**config.mk**
```make
export PLATFORM = sky130hd
export DESIGN_NAME = framed_ascii_command_parser
export DESIGN_NICKNAME = d
export VERILOG_FILES = /design/src/rtl/core/fcp_pkg.sv /design/src/rtl/core/framed_ascii_command_parser.sv /design/src/rtl/core/fcp_parse_core.sv
export SDC_FILE = /design/constraint.sdc
export NUM_CORES = 1
export LEC_CHECK = 0
export BUFFER_PORTS_ARGS = -buffer_cell sky130_fd_sc_hd__buf_2
export CAP_MARGIN = 20
export CORE_MARGIN = 8
export CORE_UTILIZATION = 35
export CTS_CLUSTER_DIAMETER = 120
export CTS_CLUSTER_SIZE = 30
export DETAILED_ROUTE_END_ITERATION = 8
export HOLD_SLACK_MARGIN = 0.1
export PLACE_DENSITY = 0.55
export SLEW_MARGIN = 40
export SYNTH_ARGS = -nofsm -noshare
export SYNTH_HDL_FRONTEND = slang
export SYNTH_SLANG_ARGS = --single-unit
```
**constraint.sdc**
```tcl
create_clock -name aclk -period 23 [get_ports aclk]
set_input_delay 2.3 -clock aclk [delete_from_list [all_inputs] [get_ports aclk]]
set_output_delay 2.3 -clock aclk [all_outputs]
set_load 0.02 [all_outputs]
```
**src/rtl/core/fcp_pkg.sv**
```systemverilog
// shared constants, types and helpers of the framed ascii command parser
// no dependencies; used by fcp_parse_core, framed_ascii_command_parser and the sim files
package fcp_pkg;

    localparam int MAX_CHARS  = 8;
    localparam int NUM_FIELDS = 5;
    localparam int N_OUT      = 5;
    localparam int VALUE_W    = 16;
    localparam int BYTE_W     = 8;

    localparam int KEEP_CHARS = MAX_CHARS - 2;
    localparam int CNT_W      = $clog2(KEEP_CHARS + 1);
    localparam int FIDX_W     = $clog2(NUM_FIELDS + 1);
    localparam int SLOT_W     = (NUM_FIELDS > 1) ? $clog2(NUM_FIELDS) : 1;
    localparam int TDATA_W    = ((N_OUT * VALUE_W + 7) / 8) * 8;

    localparam logic [BYTE_W-1:0] CH_OPEN  = 8'h23;
    localparam logic [BYTE_W-1:0] CH_SEP   = 8'h7C;
    localparam logic [BYTE_W-1:0] CH_CLOSE = 8'h25;
    localparam logic [BYTE_W-1:0] CH_MINUS = 8'h2D;
    localparam logic [BYTE_W-1:0] CH_PLUS  = 8'h2B;
    localparam logic [BYTE_W-1:0] CH_ZERO  = 8'h30;
    localparam logic [BYTE_W-1:0] CH_NINE  = 8'h39;
    localparam logic [BYTE_W-1:0] CH_SPACE = 8'h20;
    localparam logic [BYTE_W-1:0] CH_TAB   = 8'h09;
    localparam logic [BYTE_W-1:0] CH_CR    = 8'h0D;

    typedef logic [VALUE_W-1:0] value_t;

    typedef struct packed {
        logic                   close;
        value_t [N_OUT-1:0]     values;
    } fcp_result_t;

    function automatic logic is_space(input logic [BYTE_W-1:0] c);
        return (c == CH_SPACE) || ((c >= CH_TAB) && (c <= CH_CR));
    endfunction

endpackage

```
**src/rtl/core/framed_ascii_command_parser.sv**
```systemverilog
// framed ascii command parser: '#' opens a frame, '|' splits fields, '%' closes it
// the input channel takes one byte per item; each closed frame gives one item of
// five 16-bit signed values parsed as decimal text.
// a byte accepted into the input register is parsed from there, and the result for
// a '%' is loaded into the output register at the edge that parses it; m_tvalid
// comes straight from that output register.
// throughput: one byte per cycle while no frame close waits on an untaken result;
// the times-ten accumulate in fcp_parse_core is combinational.
// the input register is refilled while a result waits in the output register;
// only a '%' byte that closes an open frame and finds an untaken result waits in
// the input register until m_tready, and s_tready then drops until it moves on.
// reset (aresetn low, synchronous) closes any open frame, empties both
// registers and clears all field values.
// depends on fcp_pkg and fcp_parse_core
module framed_ascii_command_parser (
    input  logic                           aclk,
    input  logic                           aresetn,
    input  logic                           s_tvalid,
    output logic                           s_tready,
    input  logic [7:0]                     s_tdata,   // [7:0] rx_byte
    output logic                           m_tvalid,
    input  logic                           m_tready,
    // [15:0] pan_rate, [31:16] tilt_rate, [47:32] laser_command,
    // [63:48] drive_speed, [79:64] drive_radius
    output logic [fcp_pkg::TDATA_W-1:0]    m_tdata
);

    logic                              in_valid_reg;
    logic [fcp_pkg::BYTE_W-1:0]        in_byte_reg;
    logic                              m_tvalid_reg;
    logic [fcp_pkg::TDATA_W-1:0]       m_tdata_reg;
    logic                              advance;
    fcp_pkg::fcp_result_t              result;

    fcp_parse_core u_core (
        .aclk    (aclk),
        .aresetn (aresetn),
        .step    (advance),
        .rx_byte (in_byte_reg),
        .result  (result)
    );

    // a byte moves on unless it closes a frame while the output is still held
    assign advance  = in_valid_reg && (!result.close || !m_tvalid_reg || m_tready);
    assign s_tready = !in_valid_reg || advance;
    assign m_tvalid = m_tvalid_reg;
    assign m_tdata  = m_tdata_reg;

    always_ff @(posedge aclk) begin
        if (!aresetn) begin
            in_valid_reg <= 1'b0;
        end else if (s_tready) begin
            in_valid_reg <= s_tvalid;
        end
    end

    always_ff @(posedge aclk) begin
        if (s_tready && s_tvalid) begin
            in_byte_reg <= s_tdata;
        end
    end

    always_ff @(posedge aclk) begin
        if (!aresetn) begin
            m_tvalid_reg <= 1'b0;
        end else if (advance && result.close) begin
            m_tvalid_reg <= 1'b1;
        end else if (m_tready) begin
            m_tvalid_reg <= 1'b0;
        end
    end

    always_ff @(posedge aclk) begin
        if (advance && result.close) begin
            m_tdata_reg <= fcp_pkg::TDATA_W'(result.values);
        end
    end

    a_result_from_close: assert property (@(posedge aclk) disable iff (!aresetn)
        (m_tvalid_reg && !$past(m_tvalid_reg)) |->
        ($past(in_valid_reg) && ($past(in_byte_reg) == fcp_pkg::CH_CLOSE)))
        else $error("result item without a frame close");

    a_close_waits: assert property (@(posedge aclk) disable iff (!aresetn)
        (in_valid_reg && result.close && m_tvalid_reg && !m_tready) |=>
        (in_valid_reg && (in_byte_reg == fcp_pkg::CH_CLOSE)))
        else $error("frame close dropped while output held");

endmodule

```
**src/rtl/core/fcp_parse_core.sv**
```systemverilog
// frame and field state of the parser, with the per-field atoi accumulators
// depends on fcp_pkg
module fcp_parse_core (
    input  logic                          aclk,
    input  logic                          aresetn,
    input  logic                          step,
    input  logic [fcp_pkg::BYTE_W-1:0]    rx_byte,
    output fcp_pkg::fcp_result_t          result
);

    localparam logic [1:0] PH_SKIP   = 2'd0;
    localparam logic [1:0] PH_DIGITS = 2'd1;
    localparam logic [1:0] PH_DONE   = 2'd3;

    logic                              in_frame_reg, in_frame_next;
    logic [fcp_pkg::FIDX_W-1:0]        field_index_reg, field_index_next;
    logic [fcp_pkg::CNT_W-1:0]         char_count_reg, char_count_next;
    logic                              sign_negative_reg, sign_negative_next;
    logic [1:0]                        parse_phase_reg, parse_phase_next;
    fcp_pkg::value_t                   field_value_reg [fcp_pkg::NUM_FIELDS];
    fcp_pkg::value_t                   field_value_next [fcp_pkg::NUM_FIELDS];

    logic [fcp_pkg::SLOT_W-1:0]        slot;
    logic                              is_digit;
    logic                              digits_now;
    fcp_pkg::value_t                   cur_value;
    fcp_pkg::value_t                   times_ten;
    fcp_pkg::value_t                   digit_val;
    fcp_pkg::value_t                   acc_value;
    fcp_pkg::value_t                   out_values [fcp_pkg::N_OUT];

    assign slot      = field_index_reg[fcp_pkg::SLOT_W-1:0];
    assign is_digit  = (rx_byte >= fcp_pkg::CH_ZERO) && (rx_byte <= fcp_pkg::CH_NINE);
    assign cur_value = field_value_reg[slot];
    // value * 10 as two shifts and an add
    assign times_ten = (cur_value << 3) + (cur_value << 1);
    assign digit_val = fcp_pkg::VALUE_W'(rx_byte - fcp_pkg::CH_ZERO);
    assign acc_value = sign_negative_reg ? (times_ten - digit_val) : (times_ten + digit_val);

    always_comb begin
        in_frame_next      = in_frame_reg;
        field_index_next   = field_index_reg;
        char_count_next    = char_count_reg;
        sign_negative_next = sign_negative_reg;
        parse_phase_next   = parse_phase_reg;
        field_value_next   = field_value_reg;
        digits_now         = 1'b0;

        if (step) begin
            if (rx_byte == fcp_pkg::CH_OPEN) begin
                in_frame_next      = 1'b1;
                field_index_next   = '0;
                char_count_next    = '0;
                sign_negative_next = 1'b0;
                parse_phase_next   = PH_SKIP;
                for (int i = 0; i < fcp_pkg::NUM_FIELDS; i++) begin
                    field_value_next[i] = '0;
                end
            end else if (in_frame_reg) begin
                if (rx_byte == fcp_pkg::CH_SEP) begin
                    if (field_index_reg < fcp_pkg::FIDX_W'(fcp_pkg::NUM_FIELDS)) begin
                        field_index_next = field_index_reg + fcp_pkg::FIDX_W'(1);
                    end
                    char_count_next    = '0;
                    sign_negative_next = 1'b0;
                    parse_phase_next   = PH_SKIP;
                end else if ((rx_byte == fcp_pkg::CH_CLOSE) || (rx_byte > fcp_pkg::CH_NINE)) begin
                    // close or abort both end the frame
                    in_frame_next      = 1'b0;
                    field_index_next   = '0;
                    char_count_next    = '0;
                    sign_negative_next = 1'b0;
                    parse_phase_next   = PH_SKIP;
                end else if ((field_index_reg < fcp_pkg::FIDX_W'(fcp_pkg::NUM_FIELDS)) &&
                             (char_count_reg < fcp_pkg::CNT_W'(fcp_pkg::KEEP_CHARS))) begin
                    char_count_next = char_count_reg + fcp_pkg::CNT_W'(1);
                    case (parse_phase_reg)
                        PH_SKIP: begin
                            if (fcp_pkg::is_space(rx_byte)) begin
                                digits_now = 1'b0;
                            end else if ((rx_byte == fcp_pkg::CH_MINUS) ||
                                         (rx_byte == fcp_pkg::CH_PLUS)) begin
                                sign_negative_next = (rx_byte == fcp_pkg::CH_MINUS);
                                parse_phase_next   = PH_DIGITS;
                            end else begin
                                parse_phase_next = PH_DIGITS;
                                digits_now       = 1'b1;
                            end
                        end
                        PH_DIGITS: digits_now = 1'b1;
                        default:   digits_now = 1'b0;
                    endcase
                    if (digits_now) begin
                        if (is_digit) begin
                            field_value_next[slot] = acc_value;
                        end else begin
                            parse_phase_next = PH_DONE;
                        end
                    end
                end
            end
        end
    end

    always_ff @(posedge aclk) begin
        if (!aresetn) begin
            in_frame_reg      <= 1'b0;
            field_index_reg   <= '0;
            char_count_reg    <= '0;
            sign_negative_reg <= 1'b0;
            parse_phase_reg   <= PH_SKIP;
            for (int i = 0; i < fcp_pkg::NUM_FIELDS; i++) begin
                field_value_reg[i] <= '0;
            end
        end else begin
            in_frame_reg      <= in_frame_next;
            field_index_reg   <= field_index_next;
            char_count_reg    <= char_count_next;
            sign_negative_reg <= sign_negative_next;
            parse_phase_reg   <= parse_phase_next;
            field_value_reg   <= field_value_next;
        end
    end

    // result slots with no parsed field read as zero
    for (genvar j = 0; j < fcp_pkg::N_OUT; j++) begin : g_out
        if (j < fcp_pkg::NUM_FIELDS) begin : g_field
            assign out_values[j] = field_value_reg[j];
        end else begin : g_zero
            assign out_values[j] = '0;
        end
    end

    always_comb begin
        result.close = in_frame_reg && (rx_byte == fcp_pkg::CH_CLOSE);
        for (int j = 0; j < fcp_pkg::N_OUT; j++) begin
            result.values[j] = out_values[j];
        end
    end

    a_open_restarts: assert property (@(posedge aclk) disable iff (!aresetn)
        (step && (rx_byte == fcp_pkg::CH_OPEN)) |=>
        (in_frame_reg && (field_index_reg == '0) && (char_count_reg == '0)))
        else $error("frame open did not restart field state");

    a_idle_index: assert property (@(posedge aclk) disable iff (!aresetn)
        !in_frame_reg |-> ((field_index_reg == '0) && (parse_phase_reg == PH_SKIP)))
        else $error("field state left over outside a frame");

endmodule

```
==> reports/results.txt, run 1 <==
Tot GR Track Use = 15.2%
Worst Tran Pin Value = 0.778 ns
CTS tree = done
largest family of logic cells by synthesized area = compound AO/OA/AOI/OAI gates
Post-Syn Nets = 878
worst min-delay path class = flip-flop to flip-flop
peak supply drop = 0.0418 mV
Worst R2R Setup Slack = 17.61 ns
CTS H-Tree Depth = 4
setup tns final = 0 ns
Skew-Pair Late Insertion Delay = 0.43 ns
largest net degree at the start of global routing = 103
initial antenna violation count = 0
Vias per Instance = 5.35
Clock Sinks = 180
Routed Antenna Nets = 0
Worst slew margin = 47.8%
Power Density = 63.1 nW/um2
Setup Buffers After CTS = 0
CTS Buf Count = 17
crit start category = input pin
Starting Density = 35.5%
Synth top cells by count = dfxtp_1 (92), edfxtp_1 (88), nor2b_1 (62)
global-route wire length before repair = 36800 um
DRT iter0 DRCs = 500
Netlist cell types = 67
I/O pin total = 94
Synth top area share = 29.7%
Synth area leaders = edfxtp_1 (30%), dfxtp_1 (21%), ha_1 (6.3%)
Area growth syn-to-layout = 16.1%
Yosys reg bits = 180
Async SR Flop Fraction = 0%
Final period util = 24.7%
Leakage = 3.78 nW
Final Util = 41.2%
WS Path Type = input pin to output port
Hold Vio Cnt, Final = 0
Synth Area in Simple Gates = 16.4%
final RePlAce weighted congestion = 0.836
final setup fails = 0
Post-Synth Adder-Cell Area = 7.01%
Die Wd = 175 um
RSZ-0062 raised after global routing = false
CTS Hold Buffers Added = 0
CP max FO = 5
Post-synth top flop = dfxtp_1
row count = 58
sequential area share after synthesis = 50.4%
synth warn = 0
Synth Area in Compound Gates = 16.7%
Remaining DRCs = 0
status = finished clean
Vert. Die Dim = 175 um
pins over their slew limit = 0
routed via count = 6691
area leader, netlist = edfxtp_1
wirelength, routed = 23600 um
GR Overflow Total = 0
Diodes inserted = 0
Clock Path Buffers = 2
most frequent cell after synthesis = dfxtp_1
Worst EP arrival = 3.38 ns
share of layout cells above drive strength 1 = 19.3%
DP HPWL = 17300 um
Post-CTS Resized = 0
number of synthesized flops with an enable pin = 88
CORE AREA = 25000 um2
clock slew at reported path FFs = 0.07 ns
max cap viols = 0
Post-Syn Area = 8890 um2
xor/xnor share of the synthesized area = 2.66%
cells after synthesis = 818
# port buffers = 93
Die ar. = 30800 um2
CP endpoint kind = output port
synthesized area per cell = 10.9 um2
Worst Clk Skew = 0.0134 ns
CTS root buffer = clkbuf_16
drt wl/cell = 18.9 um
mux cell area share after synthesis = 3.88%
max frequency = 0.176 GHz
First-pass DRT Iterations = 6
Crit path required time = 20.70 ns
vias in the first global route = 6486
Final #Nets = 967
crit path time final = 5.68 ns
-- through the flow --
step	power (mW)	cells	hold slack [ns]	setup WS, ns	instance area [um2]
6_report	0.651	1250	0.461	17.32	10300
5_1_grt	0.674	1250	0.476	17.15	10300
4_1_cts	0.657	1250	0.463	17.31	10300
3_5_place_dp	0.375	1218	0.445	17.32	9740
3_3_place_gp	0.375	1218	0.445	17.37	9740
2_1_floorplan	0.365	818	0.400	14.56	8890
-- placed cells by master, fill, tap and decap left out, types with 8 or more instances in the layout --
master and n:
mux4_2 12, nor2_1 42, o22ai_1 8, a21oi_1 30
inv_1 26, edfxtp_1 88, nand2_1 42, nand3_1 37
nor2b_1 62, dfxtp_1 92, and2_1 10, xor2_1 8
a22o_1 12, o21a_1 12, xnor2_1 19, o21ai_0 44
clkbuf_16 17, ha_1 45, buf_2 93, o211ai_1 8
and3_1 8, or3_1 14, a31oi_1 8, a22oi_1 52
nor3_1 10, buf_4 12
-- final cells by class --
cell class,instances,area (um2)
Fill cell,2411,14700
Sequential cell,180,4480
Multi-Input combinational cell,574,4190
Timing Repair Buffer,107,578
Clock buffer,17,425
Tap cell,330,413
Clock inverter,15,138
Inverter,27,101
-- report_power, final --
group	switching, mW	leakage [nW]	total [mW]	internal [mW]
clock network	0.140	0.285	0.284	0.144
logic	0.0199	1.96	0.0302	0.0103
registers	0.00311	1.54	0.337	0.334
-- logic make-up (layout without fill, tap and decap cells) --
logic type,Yosys count,after routing
multiplexers,19,19
buffers and inverters,64,166
XOR/XNOR,27,27
AO/OA/AOI/OAI,217,217
adder cells (fa/ha/maj),48,48
AND/OR/NAND/NOR,263,263
flip-flops,180,180
-- layer usage --
layer	up-vias	GRT usage (%)	share of wire, %
met5	-	0	0
met4	0	3.99	1.6
li1	3247	-	-
met1	3196	20.2	46
met2	224	24.6	46
met3	24	3.41	6.0
-- worst paths after layout --
| kind | cells after the start | startpoint | endpoint |
|---|---|---|---|
| worst max-delay path | 5 | m_tready | s_tready |
| worst min-delay path | 0 | u_core.result[52] | m_tdata[52] |
| worst max register to register | 19 | u_core.field_index_reg[0] | u_core.result[12] |
| worst min register to register | 0 | u_core.result[52] | m_tdata[52] |
-- critical path: stages --
cell     delay [ns]
buf_2          0.10
nor2b_1        0.31
inv_1          0.11
or3_1          0.40
buf_2          0.17
Power figures use the tool's default switching activity.
==> inputs of run 2 (changes only) <==
--- a/config.mk
+++ b/config.mk
@@ -13,7 +13,7 @@
 export CTS_CLUSTER_SIZE = 30
 export DETAILED_ROUTE_END_ITERATION = 8
 export HOLD_SLACK_MARGIN = 0.1
-export PLACE_DENSITY = 0.55
+export PLACE_DENSITY = 0.57
 export SLEW_MARGIN = 40
 export SYNTH_ARGS = -nofsm -noshare
 export SYNTH_HDL_FRONTEND = slang
==> constraint.sdc (replaced) <==
create_clock -name aclk -period 5.15 [get_ports aclk]
set_input_delay 0.515 -clock aclk [delete_from_list [all_inputs] [get_ports aclk]]
set_output_delay 0.515 -clock aclk [all_outputs]
set_load 0.02 [all_outputs]
==> run 2 against run 1 <==
  * Clock skew is 0.00057 ns lower
  * Sequential power increased to 4.5 times the previous value
  * Combinational power grew to 4.7 times the previous value
  * Utilization up 0.53 points
  * Critical endpoint is now u_core.result[79]
  * Highest routed layer unchanged
==> reports/results.txt, run 2 (synthesized netlist as in run 1, its figures left out) <==
post-placement setup slack = 0.213 ns (-17.10 ns)
crit path cell chain = mux4_2 > a22o_1 > ha_1 > fa_1 > a211oi_1 > nor2_1 > or4_1 > a31oi_1 > xnor2_1 > ha_1 > buf_4 > nand2_1 > o31ai_1 > a211oi_2 > or3_1 > nand3_1
status = finished clean
Die ar. = 30800 um2 (unchanged)
CTS H-Tree Depth = 4 (unchanged)
Setup Buffers After CTS = 0 (unchanged)
GR Overflow Total = 0 (unchanged)
First-pass DRT Iterations = 5 (-1)
final RePlAce weighted congestion = 0.878 (+5.0%)
Post-CTS Resized = 0 (unchanged)
Tot GR Track Use = 15.1% (-0.065 points)
commonest non-fill, non-tap cells in the layout = buf_2 (93), dfxtp_1 (90), edfxtp_1 (88)
global-route wire length before repair = 36900 um (+0.15%)
Clock Sinks = 180 (unchanged)
Worst EP arrival = 5.23 ns (+1.85 ns)
CTS root buffer = clkbuf_16
CP max FO = 6 (+1)
Clock Path Buffers = 2 (unchanged)
drt wl/cell = 18.9 um (+0.22%)
Power Density = 276 nW/um2 (+340%)
Layout fillers = 2464 (+2.2%)
share of layout cells above drive strength 1 = 21.1% (+1.8 points)
row count = 58 (unchanged)
crit start category = flip-flop
Worst Tran Pin Value = 0.866 ns (+0.0888 ns)
clock slew at reported path FFs = 0.07 ns (about the same)
Worst slew margin = 41.8% (-6.1 points)
CTS Buf Count = 17 (unchanged)
initial antenna violation count = 0 (unchanged)
Skew-Pair Late Insertion Delay = 0.44 ns (about the same)
Final period util = 94.2%
Crit path required time = 5.53 ns (-15.17 ns)
peak supply drop = 0.176 mV (+320%)
routed via count = 6742 (+0.76%)
wirelength, routed = 23900 um (+1.3%)
Hold Vio Cnt, Final = 0 (unchanged)
final setup fails = 0 (unchanged)
Routed Antenna Nets = 0 (unchanged)
Die Wd = 175 um (unchanged)
CP max stage delay = 0.59 ns (+0.19 ns)
crit path buf inv count = 1 (-2)
CTS tree = done
max frequency = 0.206 GHz
critical path's slowest cell = o31ai_1
cell repeated most along the worst path = ha_1
Vert. Die Dim = 175 um (unchanged)
crit path time final = 4.85 ns
largest net degree at the start of global routing = 54 (-48%)
setup tns final = 0 ns (unchanged)
Diodes inserted = 0 (unchanged)
Leakage = 3.86 nW (+2.2%)
pins over their slew limit = 0 (unchanged)
Crit path max-delay family = compound AO/OA/AOI/OAI gates
final setup margin = 0.298 ns (-17.02 ns)
Final #Nets = 981 (+1.4%)
DRT iter0 DRCs = 653 (+31%)
vias in the first global route = 6580 (+1.4%)
I/O pin total = 94 (unchanged)
Area growth syn-to-layout = 17.6%
most common library cell in the layout ignoring fill and taps = buf_2
Worst Clk Skew = 0.0128 ns (-0.000573 ns)
Remaining DRCs = 0 (unchanged)
DP HPWL = 17700 um (+2.5%)
CORE AREA = 25000 um2 (unchanged)
max cap viols = 0 (unchanged)
# port buffers = 93 (unchanged)
Starting Density = 35.5% (unchanged)
Vias per Instance = 5.34 (-0.27%)
WS Path Type = flip-flop to flip-flop
CTS Hold Buffers Added = 0 (unchanged)
CP endpoint kind = flip-flop
worst min-delay path class = input pin to flip-flop
[run 2: final timing paths]
path / slack, ns / startpoint / cells past startpoint / to
max: 0.30 / u_core.field_index_reg[0] / 16 / u_core.result[79]
min: 0.25 / s_tdata[2] / 1 / in_byte_reg[2]
max reg2reg: 0.30 / u_core.field_index_reg[0] / 16 / u_core.result[79]
min reg2reg: 0.47 / u_core.result[21] / 0 / m_tdata[21]
[run 2: layer usage]
layer / part of all wire [%] / GRT usage [%] / vias to the layer above / routed length, um
li1: - / - / 3265 / -
met1: 46 / 19.8 / 3235 / 10900
met2: 46 / 24.4 / 216 / 11100
met3: 6.0 / 3.78 / 26 / 1430
met4: 1.9 / 4.27 / 0 / 457
met5: 0 / 0 / - / 0
[run 2: layout make-up]
cell class	count	area (um2)	share of cell area, %
clock buffer	17	425	4.07
timing repair buffer	120	668	6.39
sequential	180	4490	42.9
clock inverter	14	123	1.17
multi-input combinational	575	4240	40.6
tap	330	413	3.95
inverter	27	101	0.969
[run 2: report_power, final]
part / switching, mW / leakage (nW) / total, mW / internal, mW
sequential: 0.0136 / 1.54 / 1.51 / 1.49
clock: 0.604 / 0.273 / 1.24 / 0.632
combinational: 0.0910 / 2.05 / 0.141 / 0.0499
total: 0.709 / 3.86 / 2.88 / 2.18
[run 2: stage by stage]
stage               area, um2  hold slack, ns  total power [mW]  instances  utilization, %
floorplan                8900           0.400              1.63        818               -
global route            10500           0.234              2.99       1263            41.8
global placement         9840           0.444              1.68       1230            39.3
CTS                     10400           0.235              2.91       1261            41.5
detailed placement       9850           0.448              1.68       1230            39.3
finish                  10500           0.250              2.88       1263            41.8
==> inputs of run 3 (changes only) <==
--- a/config.mk
+++ b/config.mk
@@ -7,6 +7,7 @@
 export LEC_CHECK = 0
 export BUFFER_PORTS_ARGS = -buffer_cell sky130_fd_sc_hd__buf_2
 export CAP_MARGIN = 20
+export CORE_ASPECT_RATIO = 1.75
 export CORE_MARGIN = 8
 export CORE_UTILIZATION = 35
 export CTS_CLUSTER_DIAMETER = 120
==> run 3 against run 2 <==
  * Global-route usage rose by 1.3 points
  * Count of clock-buffer cells in the layout rose by 1
  * Utilization barely moved
  * Combinational power rose by 3%
  * Highest routed layer unchanged
  * Hold slack got worse by 0.0063 ns
  * Critical path type unchanged
  * Maximum frequency fell by 0.51%
  * Critical path depth rose by 1
  * Total power rose by 3.8%
  * Critical endpoint is now u_core.result[15]
==> reports/results.txt, run 3 (synthesized netlist as in run 1, its figures left out) <==
status = finished clean
Tot GR Track Use = 16.4% (+1.3 points)
wirelength, routed = 25000 um (+4.7%)
Setup Buffers After CTS = 0 (unchanged)
Vias per Instance = 5.44 (+2.0%)
CP endpoint kind = flip-flop
Final #Nets = 983 (+0.20%)
CTS Hold Buffers Added = 0 (unchanged)
commonest non-fill, non-tap cells in the layout = buf_2 (93), dfxtp_1 (89), edfxtp_1 (88)
share of layout cells above drive strength 1 = 21.6% (+0.47 points)
Crit path required time = 5.51 ns (-0.02 ns)
final setup fails = 0 (unchanged)
Hold Vio Cnt, Final = 0 (unchanged)
Worst Clk Skew = 0.0118 ns (-0.000996 ns)
Final period util = 94.7% (+0.48 points)
Worst Tran Pin Value = 0.766 ns (-0.100 ns)
Layout fillers = 2410 (-2.2%)
WS Path Type = flip-flop to flip-flop
Skew-Pair Late Insertion Delay = 0.45 ns (about the same)
Worst slew margin = 48.6% (+6.8 points)
routed via count = 6817 (+1.1%)
Area growth syn-to-layout = 18.3%
GR Overflow Total = 0 (unchanged)
Finished Cell Area = 10500 um2 (+0.51%)
Diodes inserted = 0 (unchanged)
Multi-input gate area = 4220 um2 (-0.56%)
CP max FO = 10 (+4)
initial antenna violation count = 0 (unchanged)
vias in the first global route = 6789 (+3.2%)
Remaining DRCs = 0 (unchanged)
Power Density = 285 nW/um2 (+3.3%)
worst r2r path cells = 17 (+1)
row count = 77 (+33%)
max frequency = 0.205 GHz (-0.51%)
CTS H-Tree Depth = 4 (unchanged)
Leakage = 3.91 nW (+1.2%)
most common library cell in the layout ignoring fill and taps = buf_2
DP HPWL = 19300 um (+9.1%)
CTS Buf Count = 17 (unchanged)
CTS tree = done
DRT iter0 DRCs = 486 (-26%)
Hold Path Stages = 1 (unchanged)
Starting Density = 35.4% (-0.15 points)
CORE AREA = 25100 um2 (+0.43%)
crit start category = flip-flop
global-route wire length before repair = 38500 um (+4.4%)
crit path time final = 4.88 ns (+0.0247 ns)
CP max stage delay = 0.63 ns (+0.04 ns)
crit path cell chain = buf_4 > mux4_2 > a22o_1 > ha_1 > a21oi_1 > nor2b_1 > o21a_1 > nor2_1 > xnor2_1 > ha_1 > nor2b_1 > a32o_1 > a311oi_1 > o31ai_1 > a211oi_2 > a41oi_1 > o31ai_1
clock slew at reported path FFs = 0.07 ns (about the same)
Final Power = 2.99 mW (+3.8%)
setup tns final = 0 ns (unchanged)
First-pass DRT Iterations = 5 (unchanged)
final RePlAce weighted congestion = 0.868 (-1.1%)
max cap viols = 0 (unchanged)
register area = 4490 um2 (about the same)
largest net degree at the start of global routing = 49 (-9.3%)
Die ar. = 31000 um2 (+0.66%)
# port buffers = 93 (unchanged)
RSZ-0062 raised after global routing = true
peak supply drop = 0.184 mV (+4.6%)
critical path's slowest cell = a211oi_2
worst min-delay path class = input pin to flip-flop
Routed Antenna Nets = 0 (unchanged)
pins over their slew limit = 0 (unchanged)
Clock Sinks = 180 (unchanged)
Clock Path Buffers = 2 (unchanged)
Worst EP arrival = 5.24 ns (about the same)
Die Wd = 136 um (-22%)
CTS root buffer = clkbuf_16
drt wl/cell = 20.0 um (+5.6%)
I/O pin total = 94 (unchanged)
Placed Area = 9870 um2 (+0.20%)
Vert. Die Dim = 227 um (+29%)
-- run 3: path summary, 6_finish.rpt --
path | startpoint | to | slack (ns)
worst max-delay path | u_core.field_index_reg[0] | u_core.result[15] | 0.27
worst min-delay path | s_tdata[1] | in_byte_reg[1] | 0.24
worst max register to register | u_core.field_index_reg[0] | u_core.result[15] | 0.27
worst min register to register | u_core.result[63] | m_tdata[63] | 0.45
-- run 3: timing repair --
item | in CTS | in global routing
hold endpoints to repair | 0 | 0
gates resized for setup | 0 | 11
endpoints found under the setup margin | 0 | 15
-- run 3: stage by stage --
step,util [%],setup WS [ns],std cells,hold WS (ns)
global route,41.8,-0.000319,1252,0.229
finish,41.8,0.273,1252,0.244
CTS,41.7,0.136,1252,0.225
floorplan,-,0.0526,818,0.400
global placement,39.2,0.298,1220,0.439
detailed placement,39.2,0.188,1220,0.437
-- run 3: area by class of cell --
cell class | instances | area share [%]
clock buffer | 18 | 4.18
clock inverter | 14 | 1.65
inverter | 27 | 0.964
multi-input combinational | 574 | 40.1
sequential | 180 | 42.7
tap | 316 | 3.76
timing repair buffer | 123 | 6.60
-- run 3: worst max-delay path: cells and delay by family, from the launching register on --
| family | cells | cell delay [ns] |
|---|---|---|
| and+or+nand+nor | 3 | 0.38 |
| muxes | 1 | 0.51 |
| adders and majority gates | 2 | 0.70 |
| xor gates and xnor gates | 1 | 0.17 |
| buffers and inverters | 1 | 0.20 |
| DFF | 1 | 0.38 |
| AOI/OAI and AO/OA | 9 | 2.44 |
-- run 3: per-layer routing --
metal	track usage (%)	part of all wire, %
met2	30.4	55
met5	0	0
met3	2.80	3.8
met4	9.43	4.4
met1	16.9	37
-- run 3: power by group --
part | total [mW] | internal [mW] | switching, mW | leakage, nW
combinational | 0.145 | 0.0524 | 0.0923 | 2.07
clock | 1.34 | 0.744 | 0.599 | 0.294
sequential | 1.51 | 1.49 | 0.0140 | 1.54
